## src/sv/lppr_pkg.sv

```systemverilog
// ----------------------------------------------------------------------------
// Length-prefixed packet reassembler package
// Shared codes, widths, defaults and controller/datapath interface structs.
// ----------------------------------------------------------------------------
package lppr_pkg;

    localparam int CAPACITY_DEF     = 4096;
    localparam int HEADER_BYTES_DEF = 4;

    localparam int REQ_W  = 2;
    localparam int STAT_W = 2;
    localparam int CLEN_W = 13;
    localparam int LEN_W  = 16;
    localparam int S_DATA_W = 24;
    localparam int M_DATA_W = 32;

    localparam logic [REQ_W-1:0] REQ_PUSH  = 2'd0;
    localparam logic [REQ_W-1:0] REQ_POP   = 2'd1;
    localparam logic [REQ_W-1:0] REQ_CLEAR = 2'd2;

    localparam logic [STAT_W-1:0] ST_OK     = 2'd0;
    localparam logic [STAT_W-1:0] ST_REJECT = 2'd1;
    localparam logic [STAT_W-1:0] ST_NOPKT  = 2'd2;

    localparam logic [LEN_W-1:0] LEN_MASK   = 16'h7FFF;
    localparam int               MIN_STORED = 2;

    typedef struct packed {
        logic accept;
        logic rd1;
        logic rd2;
        logic load_out;
    } t_cmd;

    typedef struct packed {
        logic req_pop;
        logic need_hdr;
        logic out_free;
    } t_sts;

endpackage

```

## src/sv/lppr_ctrl.sv

```systemverilog
// ----------------------------------------------------------------------------
// Reassembler controller
// Sequences acceptance, the one or two ring reads of a pop and the result hand-off.
// ----------------------------------------------------------------------------
module lppr_ctrl
    import lppr_pkg::*;
(
    input  logic i_clk,
    input  logic i_rst_n,
    input  logic i_s_tvalid,
    output logic o_s_tready,
    input  t_sts i_sts,
    output t_cmd o_cmd
);

    typedef enum logic [3:0] {
        S_IDLE = 4'b0001,
        S_RD1  = 4'b0010,
        S_RD2  = 4'b0100,
        S_OUT  = 4'b1000
    } t_state;

    t_state r_state;
    t_state n_state;

    always_comb begin
        n_state    = r_state;
        o_cmd      = '0;
        o_s_tready = (r_state == S_IDLE);
        case (r_state)
            S_IDLE: begin
                if (i_s_tvalid) begin
                    o_cmd.accept = 1'b1;
                    n_state      = i_sts.req_pop ? S_RD1 : S_OUT;
                end
            end
            S_RD1: begin
                o_cmd.rd1 = 1'b1;
                n_state   = i_sts.need_hdr ? S_RD2 : S_OUT;
            end
            S_RD2: begin
                o_cmd.rd2 = 1'b1;
                n_state   = S_OUT;
            end
            S_OUT: begin
                if (i_sts.out_free) begin
                    o_cmd.load_out = 1'b1;
                    n_state        = S_IDLE;
                end
            end
            default: begin
                n_state = S_IDLE;
            end
        endcase
    end

    always_ff @(posedge i_clk) begin
        if (!i_rst_n) begin
            r_state <= S_IDLE;
        end else begin
            r_state <= n_state;
        end
    end

endmodule

```

## config.mk

```make
export PLATFORM = sky130hd
export DESIGN_NAME = lppr_ctrl
export DESIGN_NICKNAME = d
export VERILOG_FILES = /design/src/sv/lppr_pkg.sv /design/src/sv/lppr_ctrl.sv
export SDC_FILE = /design/constraint.sdc
export NUM_CORES = 1
export LEC_CHECK = 0
export BUFFER_PORTS_ARGS = -buffer_cell sky130_fd_sc_hd__buf_2
export CAP_MARGIN = 20
export CORE_AREA = 2 2 39 41
export DETAILED_ROUTE_END_ITERATION = 16
export DIE_AREA = 0 0 41 43
export PLACE_DENSITY = 0.52
export SETUP_SLACK_MARGIN = 0.4
export SLEW_MARGIN = 20
export SYNTH_ARGS = -nofsm -noshare
export SYNTH_HDL_FRONTEND = slang
export SYNTH_SLANG_ARGS = --single-unit
export TNS_END_PERCENT = 1
```

## constraint.sdc

```tcl
create_clock -name i_clk -period 1.2 [get_ports i_clk]
set_input_delay 0.24 -clock i_clk [delete_from_list [all_inputs] [get_ports i_clk]]
set_output_delay 0.24 -clock i_clk [all_outputs]
set_load 0.01 [all_outputs]
```

==> results of run 1 <==
==> cells in the mapped netlist, types with 2 or more instances <==
cell	count
nor2_1	3
nor3b_1	2
dfxtp_1	4
and3_1	2
==> cell type report <==
type	instances	area (µm²)
Tap cell	16	20.0
Timing Repair Buffer	15	93.8
Clock buffer	3	22.5
Sequential cell	4	91.3
Fill cell	157	956
Multi-Input combinational cell	22	200
==> per-layer routing <==
layer  vias to the layer above  share of wire, %  GRT usage (%)
met5                         -                 0              0
met4                         0                 0           6.00
met3                         0               5.4           4.71
met2                         7                53           14.1
met1                       129                41           12.3
li1                        138                 -              -
==> worst register-to-register path, cell delays in order (launching register included) <==
cell       delay, ns
dfxtp_4         0.36
buf_4           0.13
nor3b_2         0.16
o21bai_1        0.09
a2111oi_2       0.30
o21a_1          0.14
==> metrics by stage <==
stage | cell area [µm²] | std cells | power (W)
2_1_floorplan | 268 | 26 | 0.000209
3_3_place_gp | 353 | 54 | 0.000240
3_5_place_dp | 353 | 54 | 0.000241
4_1_cts | 420 | 60 | 0.000427
5_1_grt | 428 | 60 | 0.000449
6_report | 428 | 60 | 0.000413
==> logic make-up (layout without fill, tap and decap cells) <==
family	after synthesis	after routing	synth area share [%]
simple gates	18	18	53.5
buf+inv	0	18	0
compound gates	4	4	14.1
flops	4	4	32.3
==> path summary, 6_finish.rpt <==
kind	from	endpoint	cells after the start	slack, ns
hold reg to reg	r_state[0]$_SDFFE_PN1P_	r_state[0]$_SDFFE_PN1P_	3	0.70
setup reg to reg	r_state[2]$_SDFFE_PN0P_	r_state[3]$_SDFFE_PN0P_	5	-0.04
setup / recovery	r_state[1]$_SDFFE_PN0P_	o_cmd[0]	4	-0.19
hold / removal	i_rst_n	r_state[0]$_SDFFE_PN1P_	2	0.23
==> report_power, final <==
group | switching (W) | internal (W)
logic | 0.0000381 | 0.0000623
clock network | 0.0000522 | 0.000112
registers | 0.0000115 | 0.000138
total | 0.000102 | 0.000312
==> what timing repair did <==
item | CTS | global route
buffers inserted | 3 | 0
hold buffers | 0 | 0
gates resized for setup | 5 | 2
pin swaps | 4 | 0
hold endpoints to repair | 0 | 0
gates cloned | 0 | 0
setup endpoints to repair | 9 | 9
==> metrics.yaml, run 1 <==
critical_path:
  crit_path_cell_trace: "buf_4 > nor2_1 > and4b_1 > buf_2"
  cp-start-kind: "register"
  cpMaxStageDelayCell: "dfxtp_4"
  cp_top_family: "flip-flops"
  endpoint_kind: "primary output"
  critPathMaxFanout: 7
  critical_path_class: "reg2out"
  critical_path.max_stage_delay_ns: 0.34
  critPathRequiredTime_ns: 0.96
  arrival_ns: 1.15
  crit_buf_inv: 2
power_and_ir_drop:
  irDropWorstVdd_mv: 0.334
  p_per_area_nw_per_um2: 966
  power_leakage_nw: 0.207
floorplanning:
  rows: 14
  fp.dieW_um: 41
  core_um2: 1380
  initial_utilization_pct: 17.9
  die_y_um: 43
  io_pins: 11
  dieArea_um2: 1760
timing:
  finalSetupTns_ns: -0.775
  whs_ns: 0.227
  rsz0062_at_grt: "yes"
  postLayoutSetupSlackWorst_ns: -0.188
  max_freq_mhz: 720
  post-route-period-util_pct: 116
  relSlewSlack_pct: 82.5
  min_period_ns: 1.39
  hold_viol_final: 0
  skew_ns: 0.00300
  tightest_slew_ns: 0.262
  finalSetupViolations: 6
  final_max_slew_viol_count: 0
global_route:
  grt_pass1_vias: 273
  grt-ovfl-total: 0
  antenna_found_initial: 0
  grt_start_max_net_pins: 8
  grt_usage_pct: 10.2
  grt_pass1_wl_um: 1150
route:
  wl_um: 649
  detail_route.iter0.violations: 6
  drc_errors: 0
  drtAntennaViolNets: 0
  avgRoutedWirePerCell_um: 10.8
  vias: 274
  dr.pass1.iters: 2
  vias_per_cell: 4.57
finish:
  largestRegisters: "r_state (4)"
  area_growth_syn_to_layout_pct: 72.7
  layout.nets: 52
  utilization_pct: 30.9
  drive_above_1_share_pct: 70.5
  antennaDiodeCount: 0
  final_cell_mix: "9 x buf_2, 5 x buf_4, 3 x nor2_1, 3 x clkbuf_4, 3 x dfxtp_4"
  largest_register: "r_state"
  final_common_cell: "buf_2"
  largest_reg_flops: 4
synthesis:
  ys_ff_latch: 4
  synthTopCellsByArea: "dfxtp_1 32%, a2111oi_2 6.1%, nor3b_1 6.1%"
  syn_area_um2: 248
  synth_cell_type_count: 19
  synth.avg_cell_area_um2: 9.53
  yosys.area.top_type_share_pct: 32.3
  syn_inst: 26
  yosys_warnings: 0
  synth-edff-count: 0
  synth.largest_area_cell: "dfxtp_1"
  seq_area_frac_synth_pct: 32.3
  ys.flop_type: "dfxtp_1"
  mappedNetlistNets: 32
  async_reset_ff_share_pct: 0
placed_design:
  pre_cts_slack_ns: -0.0194
  gp_congestion: 0.735
  dpl.hpwl_um: 492
  port_buffers: 10
clocking:
  h-tree-depth: 1
  cts_sinks: 4
  cts_tree: "built"
  cts.path.max_buffers: 2
  root_buffer: "clkbuf_4"
  clk_pin_slew_ns: 0.04
  insertion_delay_ns: 0.23
  cts_made_buffers: 3
worst_hold_path:
  hold_path_class: "in2reg"
run_status:
  status: "finished with violations"
  violations: "setup timing"
job:
  maxCapViolCount: 0
Note: power is estimated with default switching activity, not from simulation.
==> run 2: changes to the inputs <==
- BUFFER_PORTS_ARGS: -buffer_cell sky130_fd_sc_hd__buf_2 -> unset
- DONT_BUFFER_PORTS: unset -> 1
- PLACE_DENSITY: 0.52 -> 0.44
==> metrics.yaml, run 2 (same netlist as run 1, synthesis figures left out) <==
route:
  wl_met1_um: 236
  drc_errors: 0
  detail_route.iter0.violations: 1
  route.met2.wl_um: 249
  wl_um: 573
  vias: 224
  avgRoutedWirePerCell_um: 11.9
  dr_wl_met3_um: 87
  vias_per_cell: 4.67
  dr.pass1.iters: 2
  routed.top_layer: "met3"
  drtAntennaViolNets: 0
timing:
  min_period_ns: 1.34
  whs_ns: 0.101
  finalSetupViolations: 6
  tightest_slew_ns: 0.360
  final_max_slew_viol_count: 0
  hold_viol_final: 0
  rsz0062_at_grt: "yes"
  max_freq_mhz: 746
  postLayoutSetupSlackWorst_ns: -0.141
  skew_ns: 0.00185
  post-route-period-util_pct: 112
  relSlewSlack_pct: 75.6
critical_path:
  crit_path_cell_trace: "and2b_2 > nor3b_4 > buf_4"
  r2r_cells: 5
  cp-start-kind: "register"
  startpoint: "r_state[0]$_SDFFE_PN1P_"
  critPathMaxFanout: 7
  crit_buf_inv: 1
  rrSetupSlack_ns: -0.05
  cp_top_family: "simple AND/OR/NAND/NOR gates"
  cpMaxStageDelayCell: "dfxtp_4"
  critical_path_class: "reg2out"
  critPathRequiredTime_ns: 0.96
  critical_path.max_stage_delay_ns: 0.36
  arrival_ns: 1.10
  endpoint_kind: "primary output"
  r2r-start: "r_state[0]$_SDFFE_PN1P_"
  path_depth: 3
finish:
  register_area_um2: 92.6
  multi_input_area_um2: 198
  largestRegisters: "r_state (4)"
  final_cell_mix: "3 x clkbuf_4, 3 x buf_4, 3 x dfxtp_4"
  drive_above_1_share_pct: 59.4
  antennaDiodeCount: 0
  final-instance-count-excl-fill: 48
  largest_register: "r_state"
  layout.nets: 40
  nFillCells: 158
  largest_reg_flops: 4
  area_growth_syn_to_layout_pct: 43.4
clocking:
  cts_made_buffers: 3
  cts_tree: "built"
  root_buffer: "clkbuf_4"
  insertion_delay_ns: 0.23
  clk_pin_slew_ns: 0.03
  h-tree-depth: 1
  cts_sinks: 4
  hold_buffers: 0
  cts.path.max_buffers: 2
worst_hold_path:
  min_from: "i_rst_n"
  hold_depth: 1
  hold_path_class: "in2reg"
power_and_ir_drop:
  power_leakage_nw: 0.149
  irDropWorstVdd_mv: 0.447
  power_w: 0.000384
  p_per_area_nw_per_um2: 1080
placed_design:
  gp_congestion: 0.719
  placedCellCount: 44
  port_buffers: 0
  dpl.hpwl_um: 441
  pre_cts_slack_ns: -0.00965
floorplanning:
  rows: 14
  fp.dieW_um: 41
  core_um2: 1380
  initial_utilization_pct: 17.9
  die_y_um: 43
  dieArea_um2: 1760
  io_pins: 11
global_route:
  grt_start_max_net_pins: 9
  antenna_found_initial: 0
  grt_pass1_wl_um: 1060
  grt_usage_pct: 9.44
  grt-ovfl-total: 0
  grt_pass1_vias: 259
run_status:
  status: "finished with violations"
  violations: "setup timing"
job:
  maxCapViolCount: 0
## run 2: final cells by class
| type | count | area share (%) |
|---|---|---|
| flip-flops and latches | 4 | 26.1 |
| clock buffers | 3 | 6.34 |
| repair buffers | 3 | 6.34 |
| multi-input cells | 22 | 55.6 |
| well taps | 16 | 5.63 |
## run 2: what timing repair did
item,in CTS,in global routing
setup buffers,1,0
resized for setup,5,2
setup endpoints to repair,9,9
pin swaps,3,0
endpoints found under the hold margin,0,0
## run 2: power breakdown
part / switching [W] / internal, W / total (W) / leakage [nW]
Clock: 0.0000521 / 0.000112 / 0.000164 / 0.0138
Combinational: 0.0000259 / 0.0000411 / 0.0000670 / 0.100
Sequential: 0.0000154 / 0.000138 / 0.000154 / 0.0347
## run 2: metal layers
metal  vias to the layer above  global-route usage [%]
li1                        110                       -
met1                       105                    11.3
met2                         9                    10.9
met3                         0                    6.28
met4                         0                    8.00
met5                         -                       0
## run 2: worst register-to-register path: stages (launching register included)
cell and delay, ns:
dfxtp_4 0.35, and2b_2 0.22, buf_4 0.11, o21bai_1 0.08
a2111oi_2 0.29, o21a_1 0.14
## run 2: worst paths after layout
path	end
worst max-delay path	o_cmd[1]
worst min-delay path	r_state[0]$_SDFFE_PN1P_
worst max register to register	r_state[3]$_SDFFE_PN0P_
worst min register to register	r_state[0]$_SDFFE_PN1P_
## run 2: through the flow
step / TNS (ns) / utilization [%] / cell area (µm²)
detailed placement: -0.00965 / 21.9 / 303
floorplan: 0 / - / 268
CTS: -0.579 / 25.0 / 347
global route: -1.09 / 25.7 / 355
finish: -0.487 / 25.7 / 355
global placement: -0.00148 / 21.9 / 303
