File: config.mk
export PLATFORM = sky130hd
export DESIGN_NAME = lppr_dp
export DESIGN_NICKNAME = d
export VERILOG_FILES = /design/src/sv/lppr_pkg.sv /design/src/sv/lppr_dp.sv
export SDC_FILE = /design/constraint.sdc
export NUM_CORES = 1
export LEC_CHECK = 0
export BUFFER_PORTS_ARGS = -buffer_cell sky130_fd_sc_hd__buf_4
export CAP_MARGIN = 20
export CORE_MARGIN = 2
export CORE_UTILIZATION = 53
export DETAILED_ROUTE_END_ITERATION = 10
export PLACE_DENSITY = 0.77
export REMOVE_ABC_BUFFERS = 1
export SLEW_MARGIN = 40
export SYNTH_ARGS = -nofsm -noshare
export SYNTH_HDL_FRONTEND = slang
export SYNTH_SLANG_ARGS = --single-unit
File: constraint.sdc
create_clock -name i_clk -period 4 [get_ports i_clk]
set_input_delay 0.2 -clock i_clk [delete_from_list [all_inputs] [get_ports i_clk]]
set_output_delay 0.2 -clock i_clk [all_outputs]
set_load 0.005 [all_outputs]
File: src/sv/lppr_pkg.sv
// ----------------------------------------------------------------------------
// Length-prefixed packet reassembler package
// Shared codes, widths, defaults and controller/datapath interface structs.
// ----------------------------------------------------------------------------
package lppr_pkg;

    localparam int CAPACITY_DEF     = 4096;
    localparam int HEADER_BYTES_DEF = 4;

    localparam int REQ_W  = 2;
    localparam int STAT_W = 2;
    localparam int CLEN_W = 13;
    localparam int LEN_W  = 16;
    localparam int S_DATA_W = 24;
    localparam int M_DATA_W = 32;

    localparam logic [REQ_W-1:0] REQ_PUSH  = 2'd0;
    localparam logic [REQ_W-1:0] REQ_POP   = 2'd1;
    localparam logic [REQ_W-1:0] REQ_CLEAR = 2'd2;

    localparam logic [STAT_W-1:0] ST_OK     = 2'd0;
    localparam logic [STAT_W-1:0] ST_REJECT = 2'd1;
    localparam logic [STAT_W-1:0] ST_NOPKT  = 2'd2;

    localparam logic [LEN_W-1:0] LEN_MASK   = 16'h7FFF;
    localparam int               MIN_STORED = 2;

    typedef struct packed {
        logic accept;
        logic rd1;
        logic rd2;
        logic load_out;
    } t_cmd;

    typedef struct packed {
        logic req_pop;
        logic need_hdr;
        logic out_free;
    } t_sts;

endpackage

File: src/sv/lppr_dp.sv
// ----------------------------------------------------------------------------
// Reassembler datapath
// Ring indices, fill count, packet length check, result and output registers.
// ----------------------------------------------------------------------------
module lppr_dp
    import lppr_pkg::*;
#(
    parameter int CAPACITY     = CAPACITY_DEF,
    parameter int HEADER_BYTES = HEADER_BYTES_DEF
) (
    input  logic                        i_clk,
    input  logic                        i_rst_n,
    input  t_cmd                        i_cmd,
    output t_sts                        o_sts,
    input  logic [S_DATA_W-1:0]         i_s_tdata,
    input  logic [REQ_W-1:0]            i_s_tuser,
    input  logic                        i_cfg_we,
    input  logic                        i_cfg_wdata,
    output logic                        o_ram_we,
    output logic [$clog2(CAPACITY)-1:0] o_ram_addr,
    output logic [7:0]                  o_ram_wdata,
    input  logic [7:0]                  i_ram_rdata,
    input  logic                        i_m_tready,
    output logic                        o_m_tvalid,
    output logic [M_DATA_W-1:0]         o_m_tdata,
    output logic [STAT_W-1:0]           o_m_tuser,
    output logic                        o_m_tlast
);

    localparam int AW = $clog2(CAPACITY);
    localparam int FW = $clog2(CAPACITY + 1);
    localparam int CW = ((FW > CLEN_W) ? FW : CLEN_W) + 1;
    localparam int LW = ((FW > LEN_W) ? FW : LEN_W) + 1;
    localparam logic [AW-1:0] LAST_SLOT = AW'(CAPACITY - 1);
    localparam logic [FW-1:0] FULL      = FW'(CAPACITY);

    function automatic logic [AW-1:0] next_slot(input logic [AW-1:0] idx);
        return (idx == LAST_SLOT) ? '0 : idx + 1'b1;
    endfunction

    logic [REQ_W-1:0]  in_req;
    logic [7:0]        in_data;
    logic              in_first;
    logic [CLEN_W-1:0] in_clen;

    logic [AW-1:0]    r_rd, n_rd, r_wr, n_wr;
    logic [FW-1:0]    r_fill, n_fill;
    logic [LEN_W-1:0] r_left, n_left;
    logic             r_reject, n_reject;
    logic             r_framed, n_framed;
    logic             r_out_valid, n_out_valid;

    logic [7:0]        r_lo, n_lo;
    logic [STAT_W-1:0] r_res_status, n_res_status;
    logic [7:0]        r_res_byte, n_res_byte;
    logic              r_res_first, n_res_first;
    logic              r_res_last, n_res_last;
    logic [LEN_W-1:0]  r_res_len, n_res_len;

    logic [STAT_W-1:0] r_o_status;
    logic [7:0]        r_o_byte;
    logic              r_o_first;
    logic              r_o_last;
    logic [LEN_W-1:0]  r_o_len;

    logic [AW-1:0]    rd_next;
    logic [CW-1:0]    chunk_sum;
    logic             push_reject;
    logic             push_ok;
    logic             is_push;
    logic             has_cont;
    logic             short_store;
    logic [LEN_W-1:0] raw_len;
    logic [LEN_W-1:0] hdr_len;
    logic             len_ok;

    assign in_req   = i_s_tuser;
    assign in_data  = i_s_tdata[7:0];
    assign in_first = i_s_tdata[8];
    assign in_clen  = i_s_tdata[21:9];

    assign rd_next     = next_slot(r_rd);
    assign chunk_sum   = CW'(r_fill) + CW'(in_clen);
    assign push_reject = in_first ? (chunk_sum > CW'(CAPACITY)) : r_reject;
    assign push_ok     = !push_reject && (r_fill != FULL);
    assign is_push     = (in_req == REQ_PUSH);
    assign has_cont    = (r_left != '0) && (r_fill != '0);
    assign short_store = (r_fill <= FW'(MIN_STORED));
    assign raw_len     = {i_ram_rdata, r_lo};
    assign hdr_len     = r_framed ? ((raw_len & LEN_MASK) + LEN_W'(HEADER_BYTES)) : raw_len;
    assign len_ok      = (hdr_len != '0) && (LW'(hdr_len) <= LW'(r_fill));

    assign o_ram_we    = i_cmd.accept && is_push && push_ok;
    assign o_ram_addr  = i_cmd.rd1 ? rd_next : (is_push ? r_wr : r_rd);
    assign o_ram_wdata = in_data;

    assign o_sts.req_pop  = (in_req == REQ_POP);
    assign o_sts.need_hdr = !has_cont && !short_store;
    assign o_sts.out_free = !r_out_valid || i_m_tready;

    always_comb begin
        n_rd         = r_rd;
        n_wr         = r_wr;
        n_fill       = r_fill;
        n_left       = r_left;
        n_reject     = r_reject;
        n_framed     = r_framed;
        n_out_valid  = r_out_valid;
        n_lo         = r_lo;
        n_res_status = r_res_status;
        n_res_byte   = r_res_byte;
        n_res_first  = r_res_first;
        n_res_last   = r_res_last;
        n_res_len    = r_res_len;

        if (i_cmd.accept) begin
            n_res_status = ST_OK;
            n_res_byte   = '0;
            n_res_first  = 1'b0;
            n_res_last   = 1'b0;
            n_res_len    = '0;
            case (in_req)
                REQ_PUSH: begin
                    n_reject = push_reject;
                    if (push_ok) begin
                        n_wr   = next_slot(r_wr);
                        n_fill = r_fill + 1'b1;
                    end else begin
                        n_res_status = ST_REJECT;
                    end
                end
                REQ_CLEAR: begin
                    n_rd     = '0;
                    n_wr     = '0;
                    n_fill   = '0;
                    n_left   = '0;
                    n_reject = 1'b0;
                end
                default: begin
                end
            endcase
        end

        if (i_cmd.rd1) begin
            if (has_cont) begin
                n_rd       = rd_next;
                n_fill     = r_fill - 1'b1;
                n_left     = r_left - 1'b1;
                n_res_byte = i_ram_rdata;
                n_res_last = (r_left == LEN_W'(1));
            end else if (short_store) begin
                n_left       = '0;
                n_res_status = ST_NOPKT;
            end else begin
                n_lo = i_ram_rdata;
            end
        end

        if (i_cmd.rd2) begin
            if (len_ok) begin
                n_rd        = rd_next;
                n_fill      = r_fill - 1'b1;
                n_left      = hdr_len - 1'b1;
                n_res_byte  = r_lo;
                n_res_first = 1'b1;
                n_res_len   = hdr_len;
                n_res_last  = (hdr_len == LEN_W'(1));
            end else begin
                n_res_status = ST_NOPKT;
            end
        end

        if (i_cfg_we) begin
            n_framed = i_cfg_wdata;
        end

        if (i_cmd.load_out) begin
            n_out_valid = 1'b1;
        end else if (i_m_tready) begin
            n_out_valid = 1'b0;
        end
    end

    always_ff @(posedge i_clk) begin
        if (!i_rst_n) begin
            r_rd        <= '0;
            r_wr        <= '0;
            r_fill      <= '0;
            r_left      <= '0;
            r_reject    <= 1'b0;
            r_framed    <= 1'b0;
            r_out_valid <= 1'b0;
        end else begin
            r_rd        <= n_rd;
            r_wr        <= n_wr;
            r_fill      <= n_fill;
            r_left      <= n_left;
            r_reject    <= n_reject;
            r_framed    <= n_framed;
            r_out_valid <= n_out_valid;
        end
    end

    always_ff @(posedge i_clk) begin
        r_lo         <= n_lo;
        r_res_status <= n_res_status;
        r_res_byte   <= n_res_byte;
        r_res_first  <= n_res_first;
        r_res_last   <= n_res_last;
        r_res_len    <= n_res_len;
        if (i_cmd.load_out) begin
            r_o_status <= r_res_status;
            r_o_byte   <= r_res_byte;
            r_o_first  <= r_res_first;
            r_o_last   <= r_res_last;
            r_o_len    <= r_res_len;
        end
    end

    assign o_m_tvalid = r_out_valid;
    assign o_m_tdata  = {7'd0, r_o_len, r_o_first, r_o_byte};
    assign o_m_tuser  = r_o_status;
    assign o_m_tlast  = r_o_last;

`ifndef ASSERT_OFF
    a_fill_bound: assert property (@(posedge i_clk) disable iff (!i_rst_n)
        r_fill <= FULL)
        else $error("Fill count exceeds the ring capacity.");

    a_left_stored: assert property (@(posedge i_clk) disable iff (!i_rst_n)
        LW'(r_left) <= LW'(r_fill))
        else $error("Packet bytes still to go exceed the stored bytes.");

    a_write_room: assert property (@(posedge i_clk) disable iff (!i_rst_n)
        o_ram_we |=> (r_fill != '0) && (r_fill == $past(r_fill) + 1'b1))
        else $error("A ring write did not advance the fill count.");
`endif

endmodule
==> metrics.txt, run 1 <==
slew margin rel.=54.6%; synthesized flop and latch total=120; Total GRT Usage=26.8%; chip height=124 microns; Die ar.=15500 sq um; Antenna Cells=0; via count=7259; largest fanout on the critical path=13; PnR worst setup slack=0.270 ns; cell accounting for the most synthesized area=dfxtp_1; routed wire length=21000 microns; # rows=44; chip width=124 microns; count leader, synth=dfxtp_1; Setup Fix Bufs, Post-CTS=0; First DRT Iteration DRCs=786; cells after synthesis=approximately 900; Routed Antenna Nets=0; IO Count=103; vias in the first global route=6835; fraction of the yosys area taken by sequential cells=35.9%; final setup fails=0; Final Max Tran Viols=0; Sink Count=between 100 and 150; DRC=0; Root Driver=clkbuf_16; WP data required=4.35 ns; TritonRoute pass-1 iters=6; worst min-delay path class=in -> reg; CTS tree=yes; core area=roughly 14000 sq um; fin area=9170 sq um; pin count of the biggest net entering global routing=36; CTS buffer count=17; LEAKAGE=3.73 nW; Remaining Overflow, GRT=0; max cap viols=0; Fillers=approximately 1200; Synth-to-Final Area Change=19.3%; first-pass GRT wire length=34100 microns; Reg clk slew, reported paths=0.06 ns; drt wl/cell=17.8 microns; initial antenna violation count=0; Port Buffers=77; pwr dens=about 660 nW/um^2; maximum clock rate=268 MHz; commonest cells in the netlist=84 x dfxtp_1, 75 x nand2_1, 64 x o21ai_0, 59 x a21oi_1, 52 x nand3_1; critical path startpoint category=flip-flop; Post-DP HPWL=15100 microns; crit path capture type=flip-flop; Nets=1064; Max VDD drop=between 0.0003 and 0.0004 V; placed cell area=8510 sq um; async set-reset flop share out of synthesis=0%; Worst Skew=0.00978 ns; share of cells above drive strength 1=19.5%; critical path data arrival time=4.08 ns; Mapped Area=about 7700 sq um; pre-CTS setup slack=0.00358 ns; Clk Latency, worst-skew pair=about 0.42 ns; Max Buffers Root-to-Sink=2; ys flop type=dfxtp_1; number of flops mapped to enable cells by yosys=36; Initial Util=between 50 and 60%; gp weighted congestion=0.936; Max H-tree Level=4; Cell variety after synth=85; Slew @ Worst Pin=0.681 ns; Tcrit/Tclk final=93.2%; syn_area_per_cell=around 8.6 sq um; status=finished clean; Fin. Hold Viols=0; CP Class=reg -> reg; ranking of synthesized cells by area=dfxtp_1 22%, edfxtp_1 14%, ha_1 5.9%, o21ai_0 4.2%, a21oi_1 3.8%; Yosys top cell area share=about 22%; via/cell ratio=~6.1; Synth Warn #=0; RSZ-0062 raised after global routing=false; post-layout min period=3.73 ns
## layer usage
layer	part of all wire, %	global-route usage, %	vias up	wire, microns
met5	0	0	-	0
met4	2.2	11.3	0	466
met3	6.7	5.50	44	1400
met2	49	45.3	327	10300
met1	42	33.4	3415	8840
li1	-	-	3473	-
## stage by stage
step	hold slack [ns]	power (mW)	utilization, %	setup TNS, ns	cells
3_5_place_dp	0.400	4.40	59.2	0	1145
3_3_place_gp	0.400	4.33	59.2	0	1145
2_1_floorplan	0.299	3.49	-	-3.12	836
5_1_grt	0.00198	6.45	63.8	0	1181
6_report	0.0161	6.05	63.8	0	1181
4_1_cts	0.00987	5.99	63.7	0	1181
## kinds of logic after synthesis
kind of cell,Yosys count,synth area share [%]
AOI/OAI and AO/OA,243,21.1
adders and majority gates,37,6.12
buffers and inverters,106,6.97
other,1,0.0488
muxes,16,2.16
DFF,120,35.9
and+or+nand+nor,329,22.9
xor gates and xnor gates,41,4.67
## power breakdown
group | internal (mW) | switching (mW) | leakage (nW) | total (mW)
clock | 0.944 | 0.641 | 0.292 | 1.58
sequential | 1.52 | 0.240 | 1.05 | 1.76
combinational | 1.09 | 1.62 | 2.39 | 2.71
## flip-flops by register name (all words and copies together) (netlist names), 2 cells and up
register and count:
o_m_tuser 2, r_fill 13, r_left 16, r_lo 8, r_o_byte 8, r_o_len 16
r_rd 12, r_res_byte 8, r_res_len 16, r_res_status 2, r_wr 12
## placed cells by master, fill, tap and decap left out, drive strengths merged, types with 7 or more instances in the layout
cell type,instances
a211oi,23
a21oi,60
a31oi,17
and3,31
buf,125
clkbuf,17
conb,7
dfxtp,84
edfxtp,36
ha,36
inv,53
mux2i,14
nand2,75
nand2b,18
nand3,53
nand4,7
nor2,45
nor2b,8
nor3,33
nor4,21
o21ai,76
or3,7
xnor2,27
xor2,14
## critical path: stages (launching register included)
cell       delay (ns)
edfxtp_1         0.36
ha_1             0.17
nand4_1          0.15
nor2_1           0.19
nand3_1          0.11
xor2_1           0.20
inv_1            0.07
ha_1             0.28
and3_1           0.16
nand3_1          0.14
or3_1            0.42
o211ai_1         0.16
o31ai_4          0.15
o21a_4           0.31
nor2_2           0.31
buf_4            0.22
a32oi_1          0.07
a2bb2oi_1        0.19
## worst paths after layout
| path | from | depth (start not counted) | slack, ns | end |
|---|---|---|---|---|
| worst min-delay path | i_ram_rdata[5] | 1 | 0.02 | r_lo[5]$_DFFE_PP_ |
| worst max-delay path | r_lo[3]$_DFFE_PP_ | 17 | 0.27 | r_fill[10]$_SDFF_PN0_ |
| worst max register to register | r_lo[3]$_DFFE_PP_ | 17 | 0.27 | r_fill[10]$_SDFF_PN0_ |
| worst min register to register | r_res_byte[7]$_DFF_P_ | 0 | 0.43 | r_o_byte[7]$_DFFE_PP_ |
## final cells by class
| class | count | area, sq um | share of cell area, % |
|---|---|---|---|
| clock buffers | 17 | 425 | 4.64 |
| clock inverters | 15 | 179 | 1.95 |
| inverters | 43 | 161 | 1.76 |
| multi-input cells | 673 | 4430 | 48.3 |
| flip-flops and latches | 120 | 2760 | 30.1 |
| well taps | 184 | 230 | 2.51 |
| repair buffers | 129 | 978 | 10.7 |
## repair_timing
action                     CTS  global route
hold endpoints to repair     4             0
setup endpoints to repair    1            20
gates resized for setup      1             2
hold buffers                 4             0
(Power assumes the default switching activity.)
==> run 2: changes to the inputs <==
Settings changed: CORE_MARGIN 2 to default, CORE_UTILIZATION 53 to 60, PLACE_DENSITY 0.77 to 0.83.
Clock period 4 ns to 4.8 ns, I/O delays scaled along.
==> run 2 against run 1 <==
First-iteration DRC count fell by 5.6%. Register-to-register slack improved by 0.33 ns. Combinational power decreased by 23%. Hold slack got worse by 0.0047 ns. Core utilization rose by 8.1 points.
==> metrics.txt, run 2 (synthesis gave the netlist of run 1 again) <==
status=finished clean; FF/Latch Area=2760 sq um (unchanged); drt wl/cell=17.9 microns (+0.51%); Slew @ Worst Pin=0.813 ns (+0.133 ns); Initial Util=62.7% (+9.2 points); routed wire length=20200 microns (-4.1%); # resized after CTS=0 (-1); Total GRT Usage=31.4% (+4.5 points); largest fanout on the critical path=13 (unchanged); worst path cell trace=ha_1, nand4_1, nor2_1, nand3_1, xor2_1, inv_1, ha_1, and3_1, nand3_1, or3_1, o211ai_1, o31ai_2, o21ai_4, nand2_1, o21ai_0, a2bb2oi_1; met1 Use GR=40.5% (+7.1 points); gp weighted congestion=0.894 (-4.5%); Post-DP HPWL=14000 microns (-7.5%); Antenna Cells=0 (unchanged); critical path startpoint category=flip-flop; max cap viols=0 (unchanged); pwr dens=545 nW/um^2 (-17%); Sink Count=120 (unchanged); vias in the first global route=6614 (-3.2%); worst path buffer plus inverter count=1 (-1); CP max-delay cell=o21ai_4; Remaining Overflow, GRT=0 (unchanged); max incr delay on CP=0.52 ns (+0.10 ns); Max Buffers Root-to-Sink=2 (unchanged); TritonRoute pass-1 iters=6 (unchanged); slew margin rel.=45.4% (-9.2 points); GRT Max-Usage Layer=met2; fin cells=1127 (-4.6%); Root Driver=clkbuf_16; Fin. Hold Viols=0 (unchanged); top flop regs=r_left: 16 flops, r_o_len: 16 flops, r_res_len: 16 flops; WP data required=5.14 ns (+0.79 ns); chip height=115 microns (-7.4%); Synth-to-Final Area Change=14.7%; Final Max Tran Viols=0 (unchanged); hold path depth=1 (unchanged); pin count of the biggest net entering global routing=36 (unchanged); DRC=0 (unchanged); most common cell after layout, fill and taps aside=buf_4; flop-to-flop setup slack=0.61 ns (+0.33 ns); reg2reg start=r_lo[2]$_DFFE_PP_; worst min-delay path class=in -> reg; IO Count=103 (unchanged); CP delay by family, top=simple AND/OR/NAND/NOR gates; via count=7138 (-1.7%); placed insts=1095 (-4.4%); setup TNS=0 ns (unchanged); commonest non-fill, non-tap cells in the layout=91 x buf_4, 84 x dfxtp_1, 75 x nand2_1; Routed Antenna Nets=0 (unchanged); initial antenna violation count=0 (unchanged); Max VDD drop=0.000390 V (-0.53%); share of cells above drive strength 1=16.6% (-2.9 points); number of cells on the critical path=16 (-1); hold_sp=i_ram_rdata[7]; maximum clock rate=238 MHz (-11%); hold buffer count at cts=0 (-4); Reg clk slew, reported paths=0.06 ns (about the same); final setup fails=0 (unchanged); met3 Resource Use GR=8.33% (+2.8 points); Fillers=967 (-18%); First DRT Iteration DRCs=742 (-5.6%); chip width=115 microns (-7.4%); core area=12300 sq um (-15%); Tcrit/Tclk final=87.4% (-5.9 points); WHS Endpoint=r_lo[7]$_DFFE_PP_; critical path data arrival time=4.54 ns (+0.46 ns); CTS buffer count=17 (unchanged); Setup Fix Bufs, Post-CTS=0 (unchanged); post-layout min period=4.19 ns (+0.465 ns); first-pass GRT wire length=32400 microns (-5.1%); RSZ-0062 raised after global routing=false; via/cell ratio=6.33 (+3.0%); r2r worst-path depth=16 (-1); # rows=40 (-9.1%); Die ar.=13300 sq um (-14%); Worst Skew=0.00748 ns (-0.00230 ns); Max H-tree Level=4 (unchanged); area of the multi-input gates=4420 sq um (-0.25%); met2 Use GR=49.9% (+4.6 points); CTS tree=yes; Nets=1026 (-3.6%); worst flop-to-flop path endpoint=r_fill[10]$_SDFF_PN0_; Clk Latency, worst-skew pair=0.43 ns (about the same); crit path capture type=flip-flop; CP Class=reg -> reg; LEAKAGE=3.53 nW (-5.5%); Port Buffers=77 (unchanged)
[run 2: changes by cell type in the layout (fill, tap and decap cells not counted), moves of 2 or more]
cell	delta
buf_4	-34
inv_8	-3
inv_6	-4
clkinv_4	+2
dlygate4sd3_1	-4
clkinv_2	+3
[run 2: how the worst max path moves through the flow]
stage | to | slack, ns | start
2_1_floorplan | r_left[1]$_SDFF_PN0_ | 0.47 | r_lo[2]$_DFFE_PP_
4_1_cts | r_res_len[12]$_DFF_P_ | 0.38 | r_lo[2]$_DFFE_PP_
3_3_place_gp | r_res_len[8]$_DFF_P_ | 0.38 | r_lo[2]$_DFFE_PP_
6_report | r_fill[10]$_SDFF_PN0_ | 0.61 | r_lo[2]$_DFFE_PP_
3_5_place_dp | r_res_len[12]$_DFF_P_ | 0.47 | r_lo[2]$_DFFE_PP_
5_1_grt | r_fill[10]$_SDFF_PN0_ | 0.20 | r_lo[2]$_DFFE_PP_
[run 2: power breakdown]
| group | switching, mW | leakage [nW] | internal, mW |
|---|---|---|---|
| registers | 0.227 | 1.05 | 1.26 |
| logic | 1.27 | 2.21 | 0.816 |
| clock network | 0.486 | 0.275 | 0.745 |
[run 2: metal layers]
layer,vias to the layer above,wire [microns]
met5,-,0
met3,53,1640
li1,3387,-
met4,0,476
met1,3346,8660
met2,352,9370
[run 2: final cells by class]
cell class / instances / area share (%)
tap: 168 / 2.39
clock buffer: 19 / 5.15
sequential: 120 / 31.4
multi-input combinational: 673 / 50.2
clock inverter: 13 / 1.36
inverter: 43 / 1.83
timing repair buffer: 91 / 7.75
[run 2: stage by stage]
stage	setup slack (ns)	power [mW]	utilization (%)	instance area, sq um	hold WS, ns
after detailed placement	0.474	3.52	67.1	8230	0.409
after CTS	0.380	4.76	71.8	8810	0.000908
final	0.605	4.81	71.9	8810	0.0114
after global routing	0.201	5.10	71.9	8810	0.00331
after global placement	0.380	3.46	67.1	8230	0.407
after floorplan	0.472	2.91	-	7330	0.339
